`config.mk`:
```
export PLATFORM = sky130hd
export DESIGN_NAME = grt_jobq
export DESIGN_NICKNAME = d
export VERILOG_FILES = /design/src/hdl/grt_pkg.sv /design/src/hdl/grt_jobq.sv
export SDC_FILE = /design/constraint.sdc
export NUM_CORES = 1
export LEC_CHECK = 0
export BUFFER_PORTS_ARGS = -buffer_cell sky130_fd_sc_hd__buf_2
export CORE_MARGIN = 2
export CORE_UTILIZATION = 50
export DETAILED_ROUTE_END_ITERATION = 6
export MAX_ROUTING_LAYER = met4
export PLACE_DENSITY = 0.81
export RECOVER_POWER = 100
export SYNTH_ARGS = -nofsm -noshare
export SYNTH_HDL_FRONTEND = slang
export SYNTH_SLANG_ARGS = --single-unit
```
`constraint.sdc`:
```
create_clock -name clk -period 4.2 [get_ports clk]
set_input_delay 0.21 -clock clk [delete_from_list [all_inputs] [get_ports clk]]
set_output_delay 0.21 -clock clk [all_outputs]
set_load 0.005 [all_outputs]
```
`src/hdl/grt_pkg.sv`:
```
// Shared types, constants and helpers for the grid raster tessellator.
package grt_pkg;

  localparam int MAX_WIDTH = 1024;
  localparam int VERTEX_BITS = 20;

  localparam int COL_BITS = $clog2(MAX_WIDTH);
  localparam int WID_BITS = COL_BITS + 1;
  localparam int CFG_BITS = 11;
  localparam int VIDX_BITS = 20;
  localparam int CNT_BITS = 22;
  localparam int DIR_BITS = 3;
  localparam int GRID_WIDTH_RESET = 1024;

  localparam int JOBQ_DEPTH = 4;
  localparam int JOBQ_PTR_BITS = $clog2(JOBQ_DEPTH);
  localparam int JOBQ_CNT_BITS = JOBQ_PTR_BITS + 1;

  localparam logic KIND_EDGE = 1'b0;
  localparam logic KIND_TRI = 1'b1;

  // Neighbor directions, clockwise from east.
  typedef enum logic [DIR_BITS-1:0] {
    DIR_E, DIR_SE, DIR_S, DIR_SW, DIR_W, DIR_NW, DIR_N, DIR_NE
  } dir_t;

  typedef struct packed {
    logic                 present;
    logic [VIDX_BITS-1:0] vertex_index;
    logic                 frame_start;
  } in_item_t;

  typedef struct packed {
    logic                 kind;
    logic [CNT_BITS-1:0]  element_index;
    logic [VIDX_BITS-1:0] vertex_a;
    logic [VIDX_BITS-1:0] vertex_b;
    logic [VIDX_BITS-1:0] vertex_c;
    logic [DIR_BITS-1:0]  dir_a;
    logic [DIR_BITS-1:0]  dir_b;
    logic                 last;
  } out_item_t;

  typedef struct packed {
    logic                   present;
    logic [VERTEX_BITS-1:0] vtx;
  } cell_t;

  // One work entry: the 3x3 neighborhood needed to finish up to two cells.
  // The first job is centered on c; the second (row end) is centered on e.
  typedef struct packed {
    logic  clr;
    logic  do1;
    logic  do2;
    cell_t w;
    cell_t c;
    cell_t e;
    cell_t se;
    cell_t s;
    cell_t sw;
  } job_t;

  function automatic logic [VERTEX_BITS-1:0] vtx_from_in(input logic [VIDX_BITS-1:0] v);
    logic [VERTEX_BITS+VIDX_BITS-1:0] ext;
    ext = {{VERTEX_BITS{1'b0}}, v};
    return ext[VERTEX_BITS-1:0];
  endfunction

  function automatic logic [VIDX_BITS-1:0] vtx_to_out(input logic [VERTEX_BITS-1:0] v);
    logic [VERTEX_BITS+VIDX_BITS-1:0] ext;
    ext = {{VIDX_BITS{1'b0}}, v};
    return ext[VIDX_BITS-1:0];
  endfunction

endpackage

```
`src/hdl/grt_jobq.sv`:
```
// Short work queue between the front end and the back end.
module grt_jobq (
  input  logic          clk,
  input  logic          rst_n,
  input  logic          push,
  input  grt_pkg::job_t push_data,
  output logic          full,
  input  logic          pop,
  output grt_pkg::job_t head,
  output logic          empty
);

  grt_pkg::job_t                     q_mem [grt_pkg::JOBQ_DEPTH];
  logic [grt_pkg::JOBQ_PTR_BITS-1:0] wr_r;
  logic [grt_pkg::JOBQ_PTR_BITS-1:0] rd_r;
  logic [grt_pkg::JOBQ_CNT_BITS-1:0] cnt_r;
  logic                              do_push;
  logic                              do_pop;

  assign full    = (cnt_r == grt_pkg::JOBQ_CNT_BITS'(grt_pkg::JOBQ_DEPTH));
  assign empty   = (cnt_r == '0);
  assign do_push = push & ~full;
  assign do_pop  = pop & ~empty;
  assign head    = q_mem[rd_r];

  always_ff @(posedge clk) begin
    if (do_push) begin
      q_mem[wr_r] <= push_data;
    end
  end

  always_ff @(posedge clk) begin
    if (!rst_n) begin
      wr_r  <= '0;
      rd_r  <= '0;
      cnt_r <= '0;
    end else begin
      if (do_push) begin
        wr_r <= wr_r + grt_pkg::JOBQ_PTR_BITS'(1);
      end
      if (do_pop) begin
        rd_r <= rd_r + grt_pkg::JOBQ_PTR_BITS'(1);
      end
      cnt_r <= cnt_r + grt_pkg::JOBQ_CNT_BITS'(do_push) - grt_pkg::JOBQ_CNT_BITS'(do_pop);
    end
  end

endmodule

```
==> metrics.txt <==
status=finished, violations left; failing checks=max-capacitance violations, max-slew violations; # rows=71; Non-Filler Instances=1715; syn nets=864; post-synth top area share=81.1%; DR DRC count=0; layout cells sized above 1=21.4%; die area=between 0.03 and 0.04 mm2; Crit-path slowest cell=and2_1; placed insts=1484; PortBufs=263; Util after Layout=62.8%; critical path startpoint category=register; worst setup path endpoint=q_mem[1][69]; Synth Instances=724; min Tclk post-route=3.38 ns; pin count of the biggest net entering global routing=55; top-count cell post-synth=edfxtp_1; Least-Margin Pin Slew=1.84 ns; Async SR Flop Fraction=0%; Worst-path clk slew=0.06 ns; I/O Pins=about 260; CTS resizes=0; CTS tree=yes; root buf cell=clkbuf_16; Post-Syn Area=0.0191 mm2; placed cell areas=roughly 0.021 mm2; Clock Skew=0.0298 ns; GRT Total Usage=19.9%; Die H=199 um; initial antenna violation count=4; Longest Clk Path Bufs=3; post-CTS setup buffers=0; Setup crit start=cnt_r[2]; Skew-Pair Late Insertion Delay=0.59 ns; max-cap violations=4; endpoint of the worst-slack reg-to-reg timing path=q_mem[1][69]; Hold Fails Final Rpt=0; Final nets=~1300; area of all placed cells without fillers=0.0237 mm2; CTS Hold Bufs=131; setup violators final=0; via/cell ratio=~5.4; CTS sink cnt=525; peak supply drop=0.516 mV; Required @ worst endpoint=4.42 ns; worst rel slew slack=-22.7%; area leader, netlist=edfxtp_1; syn_area_per_cell=26.4 um2; DRT iter0 DRCs=601; average wire per standard cell=22.3 um; Fmax achieved=296 MHz; Synth warnings=0; Total Wirelength=roughly 38 mm; Largest stage delay, worst path=1.45 ns; Yosys cell types=22; Max FO, Critical Path=33; reg2reg setup slack=0.82 ns; RSZ-0062 raised after global routing=no; kind of critical path=register to register; GP Congestion=about 0.7; synth cell count leaders=edfxtp_1, mux4_2, buf_2, buf_6, dfxtp_1; first-pass GRT wire length=around 56 mm; vias in the first global route=9692; Antenna Violating Nets Remaining=0; hpwl dp=21.9 mm; flops & latches, synth=525; total gr overflow=0; Post-synth EDFFs=516; Reg2Reg Depth=4; LEAKAGE=0.00746 uW; top post-synthesis cells by area=edfxtp_1, mux4_2, dfxtp_1; Core Area=0.0377 mm2; ys flop type=edfxtp_1; Worst R2R Start=cnt_r[2]; drt pass-1 iters=5; max-slew violations=161; sequential fraction of the synthesis area=82.1%; initial core utilization=50.7%; htree depth=2; CTS buffer count=52; die width=roughly 200 um; Cell Chain, Critical Path=nor3b_1 -> nor2b_1 -> and2_1 -> buf_4; Worst Path Arrival=3.61 ns; TNS Setup=0 ns; final hold slack=0.129 ns; Hold Crit Class=input port to register; area delta synth->final=23.9%; crit path capture type=register; vias=9182; power per cell area=571 mW/mm2; crit share post-route=80.6%
-- registers in the layout (all words and copies together), names as in the netlist, named ones only --
| signal | count |
|---|---|
| rd_r | 2 |
| cnt_r | 3 |
| wr_r | 2 |
| q_mem | 516 |
-- layout by cell type, fill, tap and decap left out --
cell / n
a21boi_0: 1
inv_6: 3
inv_1: 6
clkinvlp_4: 2
clkinv_4: 1
mux4_2: 129
buf_4: 3
ha_1: 6
dlygate4sd3_1: 131
edfxtp_1: 516
inv_8: 1
o21ai_0: 3
clkinv_2: 10
dfxtp_1: 7
nand2_1: 6
fa_1: 1
and2_4: 2
clkbuf_16: 53
dfxtp_2: 1
diode_2: 4
nor3_1: 1
and2_1: 2
clkinv_8: 1
bufinv_16: 4
xnor2_1: 2
clkbuf_2: 6
dfxtp_4: 1
or3_1: 1
clkbuf_1: 241
clkinv_1: 10
nor3b_1: 1
and2_0: 3
nor2b_1: 2
buf_12: 4
or4bb_1: 1
buf_2: 36
mux2i_1: 2
-- layout make-up --
| cell class | instances | area (um2) |
|---|---|---|
| clock inverter | 32 | 285 |
| multi-input combinational | 163 | 3170 |
| timing repair buffer | 410 | 2490 |
| tap | 511 | 639 |
| inverter | 6 | 22.5 |
| sequential | 525 | 15700 |
| fill | 2615 | 14000 |
| clock buffer | 64 | 1370 |
| antenna | 4 | 10.0 |
-- per-stage QoR --
stage | power (uW) | setup WS [ns]
2_1_floorplan | 8190 | 1.33
3_3_place_gp | 9150 | 1.78
3_5_place_dp | 9210 | 1.68
4_1_cts | 13800 | 1.25
5_1_grt | 14100 | 0.593
6_report | 13500 | 0.816
-- layer usage --
layer | wire [um] | vias to the layer above | part of all wire, % | GRT usage [%]
met3 | 2790 | 65 | 7.3 | 5.27
met4 | 995 | 0 | 2.6 | 6.47
met5 | 0 | - | 0 | -
met1 | 14900 | 4755 | 39 | 24.8
li1 | - | 4007 | - | -
met2 | 19400 | 355 | 51 | 32.2
-- report_power, final --
| group | total, uW | switching (uW) | internal (uW) |
|---|---|---|---|
| clock network | 4450 | 1880 | 2570 |
| logic | 2470 | 1250 | 1220 |
| registers | 6600 | 227 | 6370 |
-- worst min path at each step --
| stage | start | to | cells past startpoint |
|---|---|---|---|
| 4_1_cts | push | wr_r[1] | 3 |
| 3_3_place_gp | push_data[92] | q_mem[0][92] | 1 |
| 5_1_grt | push | wr_r[1] | 3 |
| 6_report | push | wr_r[0] | 3 |
| 3_5_place_dp | push_data[58] | q_mem[0][58] | 1 |
| 2_1_floorplan | push_data[0] | q_mem[0][0] | 0 |
-- kinds of logic after synthesis --
kind of cell / count (synthesis) / synth area share [%]
AOI/OAI and AO/OA: 4 / 0.118
xor gates and xnor gates: 2 / 0.0917
adders and majority gates: 7 / 0.498
buffers and inverters: 36 / 1.32
DFF: 525 / 82.1
muxes: 131 / 15.3
and+or+nand+nor: 19 / 0.570
-- worst max-delay path: cells and delay by family, from the launching register on --
| family | cells | cell delay, ns |
|---|---|---|
| DFF | 1 | 0.32 |
| buffers and inverters | 1 | 0.60 |
| and+or+nand+nor | 3 | 2.09 |
No activity file was read; power rests on OpenSTA's default activity.
