===== src/hdl/grt_pkg.sv =====
// Shared types, constants and helpers for the grid raster tessellator.
package grt_pkg;

  localparam int MAX_WIDTH = 1024;
  localparam int VERTEX_BITS = 20;

  localparam int COL_BITS = $clog2(MAX_WIDTH);
  localparam int WID_BITS = COL_BITS + 1;
  localparam int CFG_BITS = 11;
  localparam int VIDX_BITS = 20;
  localparam int CNT_BITS = 22;
  localparam int DIR_BITS = 3;
  localparam int GRID_WIDTH_RESET = 1024;

  localparam int JOBQ_DEPTH = 4;
  localparam int JOBQ_PTR_BITS = $clog2(JOBQ_DEPTH);
  localparam int JOBQ_CNT_BITS = JOBQ_PTR_BITS + 1;

  localparam logic KIND_EDGE = 1'b0;
  localparam logic KIND_TRI = 1'b1;

  // Neighbor directions, clockwise from east.
  typedef enum logic [DIR_BITS-1:0] {
    DIR_E, DIR_SE, DIR_S, DIR_SW, DIR_W, DIR_NW, DIR_N, DIR_NE
  } dir_t;

  typedef struct packed {
    logic                 present;
    logic [VIDX_BITS-1:0] vertex_index;
    logic                 frame_start;
  } in_item_t;

  typedef struct packed {
    logic                 kind;
    logic [CNT_BITS-1:0]  element_index;
    logic [VIDX_BITS-1:0] vertex_a;
    logic [VIDX_BITS-1:0] vertex_b;
    logic [VIDX_BITS-1:0] vertex_c;
    logic [DIR_BITS-1:0]  dir_a;
    logic [DIR_BITS-1:0]  dir_b;
    logic                 last;
  } out_item_t;

  typedef struct packed {
    logic                   present;
    logic [VERTEX_BITS-1:0] vtx;
  } cell_t;

  // One work entry: the 3x3 neighborhood needed to finish up to two cells.
  // The first job is centered on c; the second (row end) is centered on e.
  typedef struct packed {
    logic  clr;
    logic  do1;
    logic  do2;
    cell_t w;
    cell_t c;
    cell_t e;
    cell_t se;
    cell_t s;
    cell_t sw;
  } job_t;

  function automatic logic [VERTEX_BITS-1:0] vtx_from_in(input logic [VIDX_BITS-1:0] v);
    logic [VERTEX_BITS+VIDX_BITS-1:0] ext;
    ext = {{VERTEX_BITS{1'b0}}, v};
    return ext[VERTEX_BITS-1:0];
  endfunction

  function automatic logic [VIDX_BITS-1:0] vtx_to_out(input logic [VERTEX_BITS-1:0] v);
    logic [VERTEX_BITS+VIDX_BITS-1:0] ext;
    ext = {{VIDX_BITS{1'b0}}, v};
    return ext[VIDX_BITS-1:0];
  endfunction

endpackage


===== src/hdl/grt_back.sv =====
// Back end: walks neighbor steps; one result per cycle if output has room.
module grt_back (
  input  logic               clk,
  input  logic               rst_n,
  input  grt_pkg::job_t      q_head,
  input  logic               q_empty,
  output logic               q_pop,
  output logic               out_empty,
  input  logic               out_pop,
  output grt_pkg::out_item_t out_item
);

  // Result slots in emission order.
  localparam logic [2:0] SLOT_E_EDGE  = 3'd0;
  localparam logic [2:0] SLOT_E_TRI   = 3'd1;
  localparam logic [2:0] SLOT_ES_TRI  = 3'd2;
  localparam logic [2:0] SLOT_SE_EDGE = 3'd3;
  localparam logic [2:0] SLOT_SE_TRI  = 3'd4;
  localparam logic [2:0] SLOT_S_EDGE  = 3'd5;
  localparam logic [2:0] SLOT_S_TRI   = 3'd6;
  localparam logic [2:0] SLOT_SW_EDGE = 3'd7;

  localparam logic [grt_pkg::DIR_BITS-1:0] DIR_OPP = 3'd4;

  logic                         phase_r;
  logic [7:0]                   done_r;
  logic                         started_r;
  logic [grt_pkg::CNT_BITS-1:0] edge_r;
  logic [grt_pkg::CNT_BITS-1:0] tri_r;

  logic           j2;
  logic           job_on;
  logic           cp;
  grt_pkg::cell_t n_cen, n_e, n_se, n_s, n_sw, n_w;
  logic [7:0]     en;
  logic [7:0]     pend;
  logic [7:0]     onehot;
  logic [7:0]     rest;
  logic [2:0]     sel;
  logic           have;
  logic           space;
  logic           emit;
  logic           job_done;
  logic           entry_done;
  logic           clr_now;
  logic [grt_pkg::CNT_BITS-1:0] edge_base;
  logic [grt_pkg::CNT_BITS-1:0] tri_base;

  logic                         r_kind;
  grt_pkg::cell_t               r_b;
  grt_pkg::cell_t               r_c;
  logic [grt_pkg::DIR_BITS-1:0] r_dir;
  grt_pkg::out_item_t           res;

  grt_pkg::out_item_t ob_mem [2];
  logic               ob_wr_r;
  logic               ob_rd_r;
  logic [1:0]         ob_cnt_r;
  logic               ob_pop;

  // The second job is centered on the east cell, with S and SW shifted over.
  assign j2     = phase_r | ~q_head.do1;
  assign job_on = j2 ? q_head.do2 : q_head.do1;
  assign n_cen  = j2 ? q_head.e  : q_head.c;
  assign n_e    = j2 ? '0        : q_head.e;
  assign n_se   = j2 ? '0        : q_head.se;
  assign n_s    = j2 ? q_head.se : q_head.s;
  assign n_sw   = j2 ? q_head.s  : q_head.sw;
  assign n_w    = j2 ? q_head.c  : q_head.w;
  assign cp     = job_on & ~q_empty & n_cen.present;

  always_comb begin
    en[SLOT_E_EDGE]  = cp & n_e.present;
    en[SLOT_E_TRI]   = cp & n_e.present & n_se.present;
    en[SLOT_ES_TRI]  = cp & n_e.present & ~n_se.present & n_s.present;
    en[SLOT_SE_EDGE] = cp & n_se.present;
    en[SLOT_SE_TRI]  = cp & n_se.present & n_s.present;
    en[SLOT_S_EDGE]  = cp & n_s.present;
    en[SLOT_S_TRI]   = cp & n_s.present & ~n_w.present & n_sw.present;
    en[SLOT_SW_EDGE] = cp & n_sw.present;
  end

  assign pend = en & ~done_r;
  assign have = |pend;

  always_comb begin
    sel = '0;
    for (int i = 7; i >= 0; i--) begin
      if (pend[i]) begin
        sel = 3'(i);
      end
    end
  end

  assign onehot     = 8'b1 << sel;
  assign rest       = pend & ~onehot;
  assign space      = (ob_cnt_r != 2'd2);
  assign emit       = have & space;
  assign job_done   = emit & (rest == '0);
  assign entry_done = (~q_empty & ~have) | (job_done & (j2 | ~q_head.do2));
  assign q_pop      = entry_done;

  assign clr_now   = q_head.clr & ~started_r;
  assign edge_base = clr_now ? '0 : edge_r;
  assign tri_base  = clr_now ? '0 : tri_r;

  always_comb begin
    r_kind = grt_pkg::KIND_EDGE;
    r_b    = n_e;
    r_c    = '0;
    r_dir  = grt_pkg::DIR_E;
    unique case (sel)
      SLOT_E_EDGE: begin
        r_kind = grt_pkg::KIND_EDGE;
        r_b    = n_e;
        r_dir  = grt_pkg::DIR_E;
      end
      SLOT_E_TRI: begin
        r_kind = grt_pkg::KIND_TRI;
        r_b    = n_e;
        r_c    = n_se;
      end
      SLOT_ES_TRI: begin
        r_kind = grt_pkg::KIND_TRI;
        r_b    = n_e;
        r_c    = n_s;
      end
      SLOT_SE_EDGE: begin
        r_kind = grt_pkg::KIND_EDGE;
        r_b    = n_se;
        r_dir  = grt_pkg::DIR_SE;
      end
      SLOT_SE_TRI: begin
        r_kind = grt_pkg::KIND_TRI;
        r_b    = n_se;
        r_c    = n_s;
      end
      SLOT_S_EDGE: begin
        r_kind = grt_pkg::KIND_EDGE;
        r_b    = n_s;
        r_dir  = grt_pkg::DIR_S;
      end
      SLOT_S_TRI: begin
        r_kind = grt_pkg::KIND_TRI;
        r_b    = n_s;
        r_c    = n_sw;
      end
      SLOT_SW_EDGE: begin
        r_kind = grt_pkg::KIND_EDGE;
        r_b    = n_sw;
        r_dir  = grt_pkg::DIR_SW;
      end
      default: begin
        r_kind = grt_pkg::KIND_EDGE;
      end
    endcase
  end

  always_comb begin
    res.kind          = r_kind;
    res.element_index = (r_kind == grt_pkg::KIND_EDGE) ? edge_base : tri_base;
    res.vertex_a      = grt_pkg::vtx_to_out(n_cen.vtx);
    res.vertex_b      = grt_pkg::vtx_to_out(r_b.vtx);
    res.vertex_c      = grt_pkg::vtx_to_out(r_c.vtx);
    res.dir_a         = (r_kind == grt_pkg::KIND_EDGE) ? r_dir : '0;
    res.dir_b         = (r_kind == grt_pkg::KIND_EDGE) ? (r_dir + DIR_OPP) : '0;
    res.last          = (rest == '0) & (j2 | ~q_head.do2);
  end

  assign ob_pop    = out_pop & ~out_empty;
  assign out_empty = (ob_cnt_r == 2'd0);
  assign out_item  = ob_mem[ob_rd_r];

  always_ff @(posedge clk) begin
    if (emit) begin
      ob_mem[ob_wr_r] <= res;
    end
  end

  always_ff @(posedge clk) begin
    if (!rst_n) begin
      phase_r   <= 1'b0;
      done_r    <= '0;
      started_r <= 1'b0;
      edge_r    <= '0;
      tri_r     <= '0;
      ob_wr_r   <= 1'b0;
      ob_rd_r   <= 1'b0;
      ob_cnt_r  <= 2'd0;
    end else begin
      if (entry_done) begin
        phase_r   <= 1'b0;
        done_r    <= '0;
        started_r <= 1'b0;
      end else if (job_done) begin
        phase_r   <= 1'b1;
        done_r    <= '0;
        started_r <= 1'b1;
      end else if (emit) begin
        done_r    <= done_r | onehot;
        started_r <= 1'b1;
      end
      if (emit || entry_done) begin
        edge_r <= edge_base + grt_pkg::CNT_BITS'(emit & (r_kind == grt_pkg::KIND_EDGE));
        tri_r  <= tri_base + grt_pkg::CNT_BITS'(emit & (r_kind == grt_pkg::KIND_TRI));
      end
      if (emit) begin
        ob_wr_r <= ~ob_wr_r;
      end
      if (ob_pop) begin
        ob_rd_r <= ~ob_rd_r;
      end
      ob_cnt_r <= ob_cnt_r + 2'(emit) - 2'(ob_pop);
    end
  end

endmodule


===== config.mk =====
export PLATFORM = sky130hd
export DESIGN_NAME = grt_back
export DESIGN_NICKNAME = d
export VERILOG_FILES = /design/src/hdl/grt_pkg.sv /design/src/hdl/grt_back.sv
export SDC_FILE = /design/constraint.sdc
export NUM_CORES = 1
export LEC_CHECK = 0
export ABC_AREA = 1
export BUFFER_PORTS_ARGS = -buffer_cell sky130_fd_sc_hd__buf_4
export CORE_MARGIN = 8
export CORE_UTILIZATION = 34
export CTS_BUF_LIST = sky130_fd_sc_hd__clkbuf_2 sky130_fd_sc_hd__clkbuf_4 sky130_fd_sc_hd__clkbuf_8
export CTS_CLUSTER_SIZE = 40
export DETAILED_ROUTE_END_ITERATION = 8
export SYNTH_ARGS = -nofsm -noshare
export SYNTH_HDL_FRONTEND = slang
export SYNTH_SLANG_ARGS = --single-unit

===== constraint.sdc =====
create_clock -name clk -period 19.2 [get_ports clk]
set_clock_uncertainty 0.2 [all_clocks]
set_input_delay 3.84 -clock clk [delete_from_list [all_inputs] [get_ports clk]]
set_output_delay 3.84 -clock clk [all_outputs]
set_load 0.02 [all_outputs]

==> results.md, run 1 <==
- Status: completed
- Antenna violations before repair: 1
- Min-delay worst type: reg2reg
- Share of the synthesized area in the top cell type: 44.56%
- Flop2flop setup slack: 13.37 ns
- R2r endpoint: tri_r[18]
- Crit path time final: 10.69 ns
- Drt total wl: 35,530 um
- Vias per inst: 4.981
- RePlAce Congestion: 0.8533
- Final ANT Viol Nets: 0
- Number of port buffers: 203
- Seq/Total Area, Yosys: 54.64%
- Initial Util: 34.20%
- Number of max-cap violations: 0
- Reg2reg start: phase_r
- CP Class: in2out
- Maximum VDD drop: 0.08237 mV
- WL/cell: 18.38 um
- Crit path cell chain: buf_4 -> nand2_2 -> buf_4 -> nand2_1 -> o21ai_1 -> nand2_1 -> nor2_1 -> inv_1 -> nand2_1 -> nand2_1 -> nand2_1 -> nand3_2 -> nor2_2 -> nand2_1 -> nand2_1 -> nand2_1 -> nor2_2 -> nand4_1 -> nand2_1 -> buf_4
- Asr flop ratio synth: 0%
- Post-CTS Resized: 0
- Setup TNS: 0 ns
- I/O Pins: 225
- Slew Viols, Final: 0
- Setup bufs post-CTS: 0
- Final setup viols: 0
- Area grow syn2layout: 23.08%
- Fmax: 0.09358 GHz
- Post-synthesis cell type count: 38
- Detailed placement HPWL: 24,650 um
- Instance count of the mapped netlist: 1,258
- Largest net degree at the start of global routing: 75
- Htree depth: 2
- Cts hold-fix bufs: 0
- Flops & latches, synth: 233
- Cell count of the worst hold path: 1
- Synthesis Warnings: 0
- DRC viols: 0
- Die X: 201.7 um
- Post-synth top flop: edfxtp_1
- Hold Startpoint: ob_rd_r
- Highest cell delay on the worst timing path: 0.58 ns
- CTS Sinks: 233
- Die height: 201.7 um
- DRT Pass-1 Iters: 6
- CTS Buf Count: 43
- Core area: 0.03429 mm^2
- Final period utilization: 55.65%
- Reg2Reg Depth: 33
- Die area: 0.04068 mm^2
- Cell at the slowest stage of the critical path: buf_4
- Utilization after layout: 42.09%
- Vias: 9,629
- CP Launch Type: input port
- Layout cells sized above 1: 26.45%
- Leakage: 0.005783 uW
- Setup crit end kind: output port
- TritonCTS clock tree: yes
- Crit-path max FO: 70
- EDFF count, synth: 174
- Most frequent cell after synthesis: nand2_1
- N_diodes: 0
- Ranking of synthesized cells by area: edfxtp_1 (45%), nand2_1 (11%), dfxtp_1 (10%), mux2_2 (8.4%), inv_1 (3.7%)
- Final Hold Fails: 0
- Placed cells: 1,858
- Global-route wire length before repair: 54,100 um
- Syn Nets: 1,397
- Cell accounting for the most synthesized area: edfxtp_1
- Most common library cells after synthesis: nand2_1 (334), edfxtp_1 (174), inv_1 (117)
- Netlist Area Pre-Place: 0.01172 mm^2
- Pwr/cell area: 128.3 mW/mm^2
- CTS root buffer: clkbuf_8
- Syn Area/Cell: 9.320 um^2
- Rows: 68
- CP required: 15.16 ns
- Non-filler instance count after layout: 1,933
- GRT overflow: 0
- GRT Total Usage: 16.85%
- Most used cell, CP: nand2_1
- Worst hold slack: 0.2468 ns
- Skew-Pair Late Insertion Delay: 0.56 ns
- Vias in the first global route: 9,394
- Slew Limit Headroom: 20.53%
- RSZ-0062 raised after global routing: false
- Arr. time, crit path: 6.65 ns
- Clock buffer depth: 3
- Layout Nets: 1,587
- DR iter-0 viols: 606
- Worst-margin pin slew: 1.177 ns
- CTS clk-pin slew, worst paths: 0.06 ns
[area by class of cell]
type                            instances  area (um^2)
Multi-Input combinational cell        835         4588
Clock buffer                           53        673.1
Tap cell                              455        569.3
Clock inverter                         22        130.1
Inverter                              121        454.2
Timing Repair Buffer                  214         1607
Sequential cell                       233         6410
Fill cell                            3391        19860
[per-layer routing]
layer | vias to the layer above | track usage (%) | wire length, um
met3 | 63 | 4.021 | 2545
met2 | 360 | 28.45 | 16990
met1 | 4569 | 21.01 | 15020
met5 | - | 0 | 13
met4 | 2 | 5.270 | 951
li1 | 4635 | - | -
[through the flow]
step           setup slack [ns]  cell area [um^2]  power, uW
2_1_floorplan             9.740             11730       1163
3_5_place_dp              8.461             13630       1423
5_1_grt                   8.197             14430       1960
4_1_cts                   8.465             14430       1885
3_3_place_gp              8.497             13630       1413
6_report                  8.515             14430       1851
[cell families (layout without fill, tap and decap cells)]
family / count (synthesis) / count (layout) / share of synthesized area (%)
mux: 87 / 87 / 8.356
fa+ha+maj: 6 / 6 / 0.6403
simple gates: 535 / 535 / 18.99
compound gates: 172 / 172 / 8.334
other cells: 1 / 1 / 0.03198
xor+xnor: 34 / 34 / 2.540
flops: 233 / 233 / 54.64
buf+inv: 190 / 410 / 6.467
[registers in the layout, indices dropped and copies added, names as in the netlist, named ones only]
| signal | cells |
|---|---|
| phase_r | 1 |
| done_r | 8 |
| ob_rd_r | 1 |
| tri_r | 22 |
| started_r | 1 |
| ob_mem | 174 |
| ob_cnt_r | 2 |
| ob_wr_r | 1 |
| edge_r | 22 |
[cells in the final DEF, fill, tap and decap left out, types with 3 or more instances in the layout]
cell type,netlist,layout
nor2_2,6,5
a21oi_1,35,35
o311ai_0,11,11
edfxtp_1,174,174
nand2_1,334,333
ha_1,6,6
nand2_2,3,4
clkbuf_8,0,44
a211oi_1,7,7
o21ai_0,81,81
nor3_1,11,10
clkinv_1,0,11
mux2_2,87,87
nand3_1,48,48
inv_1,117,117
nand4_1,31,31
nor2_1,95,93
o211ai_1,9,9
xnor2_1,9,9
clkinv_2,0,7
xor2_1,25,25
nor2_4,0,3
o21ai_1,21,21
clkbuf_4,0,9
a31oi_1,3,3
buf_4,6,214
dfxtp_1,59,58
inv_2,4,4
[power breakdown]
part	switching (uW)	internal, uW	total, uW	leakage (uW)
registers	33.1	687	720	0.00213
clock network	207	244	452	0.000421
logic	431	249	680	0.00323
total	671	1180	1850	0.00578
[worst max-delay path: cells and delay by family]
| kind | cells | cell delay (ns) |
|---|---|---|
| compound gates | 1 | 0.11 |
| buf+inv | 4 | 0.94 |
| simple gates | 15 | 1.75 |
[how the worst max path moves through the flow]
stage	start	endpoint	slack, ns
floorplan	q_head[127]	q_pop	9.74
global placement	q_head[127]	q_pop	8.50
detailed placement	q_head[127]	q_pop	8.46
CTS	q_head[127]	q_pop	8.47
global route	q_head[127]	q_pop	8.20
finish	q_head[127]	q_pop	8.51
Note: power is estimated with default switching activity, not from simulation.
==> inputs of run 2 (changes only) <==
--- a/config.mk
+++ b/config.mk
@@ -5,7 +5,7 @@
 export SDC_FILE = /design/constraint.sdc
 export NUM_CORES = 1
 export LEC_CHECK = 0
-export ABC_AREA = 1
+export ABC_AREA = 0
 export BUFFER_PORTS_ARGS = -buffer_cell sky130_fd_sc_hd__buf_4
 export CORE_MARGIN = 8
 export CORE_UTILIZATION = 34
==> constraint.sdc (replaced) <==
create_clock -name clk -period 10.09 [get_ports clk]
set_clock_uncertainty 0.2 [all_clocks]
set_input_delay 2.018 -clock clk [delete_from_list [all_inputs] [get_ports clk]]
set_output_delay 2.018 -clock clk [all_outputs]
set_load 0.02 [all_outputs]
==> run 2 against run 1 <==
Against the previous run:
- die area down 2.2%
- register-to-register slack worse by 10 ns
- sequential share of layout area up 0.70 points
- utilization up 0.49 points
- via count down 6.0%
- non-clock buffer count down 2
- hold slack better by 0.013 ns
- clock power up 100%
==> results.md, run 2 <==
- Status: completed
- Crit-path max FO: 48 (-31%)
- Largest Register: ob_mem
- Cts hold-fix bufs: 0 (unchanged)
- Post-synthesis cell type count: 74 (+95%)
- Syn Area/Cell: 11.27 um^2 (+21%)
- Vias: 9,053 (-6.0%)
- CP Launch Type: input port
- Reg2Reg Depth: 19 (-42%)
- Final Hold Fails: 0 (unchanged)
- Fmax: 0.1261 GHz
- Area grow syn2layout: 24.11%
- CTS Sinks: 233 (unchanged)
- Final ANT Viol Nets: 0 (unchanged)
- Hold Startpoint: edge_r[0]
- Synthesis Warnings: 0 (unchanged)
- Asr flop ratio synth: 0% (unchanged)
- Die area: 0.03980 mm^2 (-2.2%)
- R2r endpoint: edge_r[20]
- Fin area: 0.01421 mm^2 (-1.6%)
- Ranking of synthesized cells by area: edfxtp_1 (46%), dfxtp_1 (10%), mux2_2 (8.9%), nand2_1 (3.6%), nand3_1 (3.5%)
- Htree depth: 2 (unchanged)
- Vias in the first global route: 8,892 (-5.3%)
- Skew-Pair Late Insertion Delay: 0.54 ns (-0.02 ns)
- Netlist Area Pre-Place: 0.01145 mm^2 (-2.4%)
- Reg2reg start: phase_r
- Setup crit end kind: register
- Drt total wl: 35,980 um (+1.3%)
- RSZ-0062 raised after global routing: false
- DRT Pass-1 Iters: 5 (-1)
- Placed cell area: 0.01333 mm^2 (-2.2%)
- Setup bufs post-CTS: 0 (unchanged)
- Crit path cell chain: buf_4 -> nand2b_2 -> a31o_2 -> a21bo_2 -> a211o_1 -> nand2_1 -> o211ai_2 -> nand2_2 -> inv_2 -> nor2_1 -> ha_1 -> ha_1 -> and3_1 -> nand3_1 -> nor4_1 -> nand3_1 -> nor2_1 -> nand3_1 -> or3_1 -> a21boi_0
- Instance count of the mapped netlist: 1,016 (-19%)
- N_diodes: 0 (unchanged)
- Commonest non-fill, non-tap cell in the layout: buf_4
- TritonCTS clock tree: yes
- RePlAce Congestion: 0.9140 (+7.1%)
- CTS root buffer: clkbuf_8
- Most frequent cells in the layout: buf_4 (212), edfxtp_1 (174), nand2_1 (110), mux2_2 (90), nand3_1 (79)
- Clock buffer depth: 3 (unchanged)
- Antenna violations before repair: 1 (unchanged)
- Die height: 199.5 um (-1.1%)
- Most common library cells after synthesis: edfxtp_1 (174), nand2_1 (110), mux2_2 (90)
- Most frequent cell after synthesis: edfxtp_1
- GRT overflow: 0 (unchanged)
- Slew Viols, Final: 0 (unchanged)
- CTS Buf Count: 42 (-2.3%)
- GRT Total Usage: 17.37% (+0.52 points)
- I/O Pins: 225 (unchanged)
- Leakage: 0.005304 uW (-8.3%)
- CP startpoint: q_head[127]
- Initial Util: 34.31% (+0.11 points)
- CTS clk-pin slew, worst paths: 0.06 ns (about the same)
- Largest net degree at the start of global routing: 77 (+2.7%)
- Worst-margin pin slew: 1.252 ns (+0.07489 ns)
- DR iter-0 viols: 807 (+33%)
- Maximum VDD drop: 0.07697 mV (-6.6%)
- Number of port buffers: 203 (unchanged)
- Arr. time, crit path: 8.20 ns (+1.55 ns)
- Setup TNS: 0 ns (unchanged)
- CP Class: in2reg
- Share of the synthesized area in the top cell type: 45.64% (+1.1 points)
- Post-synth top flop: edfxtp_1
- Cell at the slowest stage of the critical path: nand2_1
- Final setup viols: 0 (unchanged)
- Global-route wire length before repair: 53,230 um (-1.6%)
- Worst Hold Endpoint: edge_r[0]
- Min-delay worst type: reg2reg
- Pwr/cell area: 207.2 mW/mm^2 (+62%)
- Flops & latches, synth: 233 (unchanged)
- Core area: 0.03336 mm^2 (-2.7%)
- Layout Nets: 1,343 (-15%)
- EDFF count, synth: 174 (unchanged)
- WL/cell: 21.34 um (+16%)
- Syn Nets: 1,155 (-17%)
- Most used cell, CP: nand3_1
- Slew Limit Headroom: 16.45% (-4.1 points)
- Vias per inst: 5.370 (+7.8%)
- DRC viols: 0 (unchanged)
- CP required: 10.36 ns (-4.80 ns)
- Die X: 199.5 um (-1.1%)
- Flop2flop setup slack: 3.25 ns (-10.12 ns)
- Detailed placement HPWL: 24,600 um (-0.21%)
- Layout cells sized above 1: 33.52% (+7.1 points)
- Rows: 67 (-1.5%)
- Final period utilization: 78.60%
- Highest cell delay on the worst timing path: 0.72 ns (+0.14 ns)
- Cell accounting for the most synthesized area: edfxtp_1
- Crit path time final: 7.931 ns
- Seq/Total Area, Yosys: 55.96% (+1.3 points)
- Post-CTS Resized: 0 (unchanged)
- Biggest regs: ob_mem (174), edge_r (22), tri_r (22)
- Cell count of the worst hold path: 2 (+1)
- Number of max-cap violations: 0 (unchanged)
- Max FFs per register: 174 (unchanged)
[run 2: cell types whose count changed in the layout (fill, tap and decap cells not counted), moves of 19 or more]
cell      delta
nor2_1      -50
a221o_1     +20
xor2_1      -25
o21ai_1     -20
o21ai_0     -36
nand2_1    -223
nand4_1     -24
inv_1       -90
a21boi_0    +32
nand3_1     +31
a222oi_1    +19
[run 2: metrics by stage]
stage / setup slack [ns] / std cells / hold WS, ns / utilization (%) / power [uW]
2_1_floorplan: 2.419 / 1016 / 0.2291 / - / 1713
3_3_place_gp: 1.707 / 1608 / 0.2458 / 39.95 / 2059
3_5_place_dp: 1.665 / 1608 / 0.2586 / 39.95 / 2064
4_1_cts: 2.227 / 1686 / 0.2669 / 42.58 / 2988
5_1_grt: 1.604 / 1686 / 0.2855 / 42.58 / 3076
6_report: 2.159 / 1686 / 0.2601 / 42.58 / 2944
[run 2: kinds of logic (layout without fill, tap and decap cells)]
kind of cell,Yosys count,after routing,share of synthesized area (%)
AO/OA/AOI/OAI,243,243,15.08
flip-flops,233,233,55.96
buffers and inverters,98,320,3.716
other,1,1,0.03276
multiplexers,96,96,9.455
adder cells (fa/ha/maj),6,6,0.6558
AND/OR/NAND/NOR,336,336,14.87
XOR/XNOR,3,3,0.2296
[run 2: layout make-up]
cell class | instances | area (um^2)
well taps | 448 | 560.5
repair buffers | 212 | 1592
fillers | 3245 | 19160
multi-input cells | 685 | 4653
clock inverters | 8 | 70.07
clock buffers | 70 | 807.0
inverters | 30 | 115.1
flip-flops and latches | 233 | 6410
[run 2: critical path: cells and delay by family]
kind | cells | cell delay, ns
adder cells (fa/ha/maj) | 2 | 0.40
AO/OA/AOI/OAI | 5 | 1.88
buffers and inverters | 2 | 0.30
AND/OR/NAND/NOR | 11 | 3.60
[run 2: metal layers]
layer	GRT usage, %	share of wire (%)	up-vias
met3	3.840	8.5	59
met5	0	0.033	-
li1	-	-	4229
met1	22.11	42	4377
met2	29.05	47	386
met4	5.450	2.6	2
[run 2: report_power, final]
part           switching [uW]  internal (uW)  leakage, uW
clock                     382            531     0.000471
combinational             508            347      0.00271
sequential               35.5           1140      0.00212
[run 2: worst max-delay path by stage]
stage / end / slack (ns) / cells past startpoint
after detailed placement: edge_r[20] / 1.66 / 20
after global routing: edge_r[20] / 1.60 / 20
after global placement: edge_r[20] / 1.71 / 20
final: edge_r[20] / 2.16 / 20
after floorplan: ob_mem[0][0] / 2.42 / 7
after CTS: edge_r[20] / 2.23 / 20
==> inputs of run 3 (changes only) <==
==> constraint.sdc (replaced) <==
create_clock -name clk -period 7.6 [get_ports clk]
set_clock_uncertainty 0.2 [all_clocks]
set_input_delay 1.52 -clock clk [delete_from_list [all_inputs] [get_ports clk]]
set_output_delay 1.52 -clock clk [all_outputs]
set_load 0.02 [all_outputs]
==> run 3 against run 2 <==
Against the previous run:
- clock power increased by 27%
- largest cell class unchanged
- largest power group unchanged
- critical endpoint unchanged
- first-iteration DRC count decreased by 2.1%
- worst setup slack got worse by 0.94 ns
- flip-flop and latch count unchanged
- sequential power increased by 33%
- sequential share of layout area about the same
- critical path depth increased by 1
==> results.md, run 3 (synthesis results as in run 2) <==
- Status: completed
- Vias: 9,046 (-0.077%)
- Post-CTS Resized: 0 (unchanged)
- Slew Limit Headroom: 19.59% (+3.1 points)
- Setup TNS: 0 ns (unchanged)
- CTS Buf Count: 43 (+2.4%)
- Global-route wire length before repair: 53,320 um (+0.18%)
- FILL cells: 3,254 (+0.28%)
- Leakage: 0.005309 uW (about the same)
- Int Power: 2641 uW (+31%)
- Final ANT Viol Nets: 0 (unchanged)
- Commonest non-fill, non-tap cell in the layout: buf_4
- Number of port buffers: 203 (unchanged)
- Final setup viols: 0 (unchanged)
- CTS Sinks: 233 (unchanged)
- RePlAce Congestion: 0.8826 (-3.4%)
- GRT Total Usage: 17.28% (-0.084 points)
- Skew-Pair Late Insertion Delay: 0.54 ns (about the same)
- Die X: 199.5 um (unchanged)
- Fmax: 0.1567 GHz
- Most frequent cells in the layout: buf_4 (216), edfxtp_1 (174), nand2_1 (110), mux2_2 (90), nand3_1 (79)
- TritonCTS clock tree: yes
- Min-delay worst type: reg2reg
- DRT Pass-1 Iters: 8 (+3)
- Vias per inst: 5.356 (-0.25%)
- Crit path time final: 6.383 ns
- Crit-path max FO: 22 (-54%)
- Rows: 67 (unchanged)
- Worst-margin pin slew: 1.205 ns (-0.04714 ns)
- Htree depth: 2 (unchanged)
- N_diodes: 0 (unchanged)
- Final worst slack: 1.217 ns (-0.9423 ns)
- GRT overflow: 0 (unchanged)
- GRT met3 Usage: 4.311% (+0.47 points)
- Antenna violations before repair: 0 (-1)
- Max FFs per register: 174 (unchanged)
- Die height: 199.5 um (unchanged)
- Pre-CTS setup slack: 0.7125 ns (-0.9523 ns)
- Utilization after layout: 42.62% (about the same)
- CTS clk-pin slew, worst paths: 0.05 ns (about the same)
- Largest Register: ob_mem
- CP Launch Type: input port
- Setup crit end kind: register
- Clk network pwr share: 30.1% (-0.9 points)
- Detailed placement HPWL: 24,600 um (about the same)
- Layout Nets: 1,349 (+0.45%)
- Total power: 3863 uW (+31%)
- Initial Util: 34.31% (unchanged)
- Sw Pwr: 1222 uW (+32%)
- Clock buffer depth: 3 (unchanged)
- DR iter-0 viols: 790 (-2.1%)
- GRT met1 Usage: 21.76% (-0.35 points)
- Slew Viols, Final: 0 (unchanged)
- WL/cell: 21.07 um (-1.3%)
- Number of max-cap violations: 0 (unchanged)
- CP Class: in2reg
- Gate power share: 29.3% (+0.3 points)
- I/O Pins: 225 (unchanged)
- Area grow syn2layout: 24.22% (about the same)
- Die area: 0.03980 mm^2 (unchanged)
- Vias in the first global route: 9,057 (+1.9%)
- DRC viols: 0 (unchanged)
- RSZ-0062 raised after global routing: false
- Pwr/cell area: 271.6 mW/mm^2 (+31%)
- Largest net degree at the start of global routing: 80 (+3.9%)
- CTS root buffer: clkbuf_8
- Drt total wl: 35,580 um (-1.1%)
- Biggest regs: ob_mem (174), edge_r (22), tri_r (22)
- Maximum VDD drop: 0.1320 mV (+71%)
- GRT busiest layer: met2
- Layout cells sized above 1: 33.28% (-0.24 points)
- Final period utilization: 83.99%
- Arr. time, crit path: 6.64 ns (-1.56 ns)
- Setup bufs post-CTS: 0 (unchanged)
- CP required: 7.86 ns (-2.50 ns)
- Final Hold Fails: 0 (unchanged)
- Flop2flop setup slack: 1.78 ns (-1.47 ns)
- Sequential share of power: 40.6% (+0.6 points)
- Met2 usage: 28.56% (-0.49 points)
- Cts hold-fix bufs: 0 (unchanged)
- Switch share: 31.64% (+0.22 points)
- Core area: 0.03336 mm^2 (unchanged)
[run 3: cell count changes in the layout (fill, tap and decap cells not counted)]
cell and delta:
clkinvlp_4 -1, buf_4 +4, clkbuf_8 +3, clkinv_1 +5, buf_12 +1, clkbuf_4 -8
bufinv_16 -1
[run 3: power by group through the flow]
stage	clock, uW	sequential [uW]	combinational [uW]
after global placement	0	1590	1140
after global routing	1250	1580	1210
after CTS	1200	1570	1150
after floorplan	0	1570	703
after detailed placement	0	1600	1140
final	1160	1570	1130
[run 3: final timing paths]
path,startpoint,endpoint,cells after the start
setup / recovery,q_head[127],edge_r[20],21
hold / removal,edge_r[0],edge_r[0],2
setup reg to reg,phase_r,edge_r[20],20
hold reg to reg,edge_r[0],edge_r[0],2
[run 3: cell type report]
type,count,area (um^2),area share (%)
Sequential cell,233,6410,45.08
Multi-Input combinational cell,685,4653,32.72
Timing Repair Buffer,217,1642,11.54
Clock buffer,65,788.3,5.543
Tap cell,448,560.5,3.942
Inverter,30,115.1,0.8095
Clock inverter,11,51.30,0.3608
[run 3: per-layer routing]
layer  part of all wire [%]  wire [um]
met1                     42      14890
met2                     46      16390
met3                    9.0       3212
met4                    3.1       1088
met5                      0          0
[run 3: critical path, stage by stage]
cell and delay (ns):
buf_4 0.14, nand2b_2 0.40, mux2_4 0.40, or3_1 0.41, and4_1 0.24, o21ai_1 0.31, o211ai_2 0.15, buf_4 0.22
nand2_2 0.20, inv_2 0.14, nor2_1 0.13, ha_1 0.20, ha_1 0.20, and3_1 0.21, nand3_1 0.16, nor4_1 0.60
nand3_1 0.22, nor2_1 0.22, nand3_1 0.09, or3_1 0.31, a21boi_0 0.16
[run 3: metrics by stage]
| stage | cell area, um^2 | instances | hold WS, ns |
|---|---|---|---|
| final | 14220 | 1689 | 0.2575 |
| after global routing | 14220 | 1689 | 0.2954 |
| after CTS | 14220 | 1689 | 0.2603 |
| after detailed placement | 13380 | 1613 | 0.2523 |
| after global placement | 13380 | 1613 | 0.2460 |
| after floorplan | 11450 | 1016 | 0.2291 |
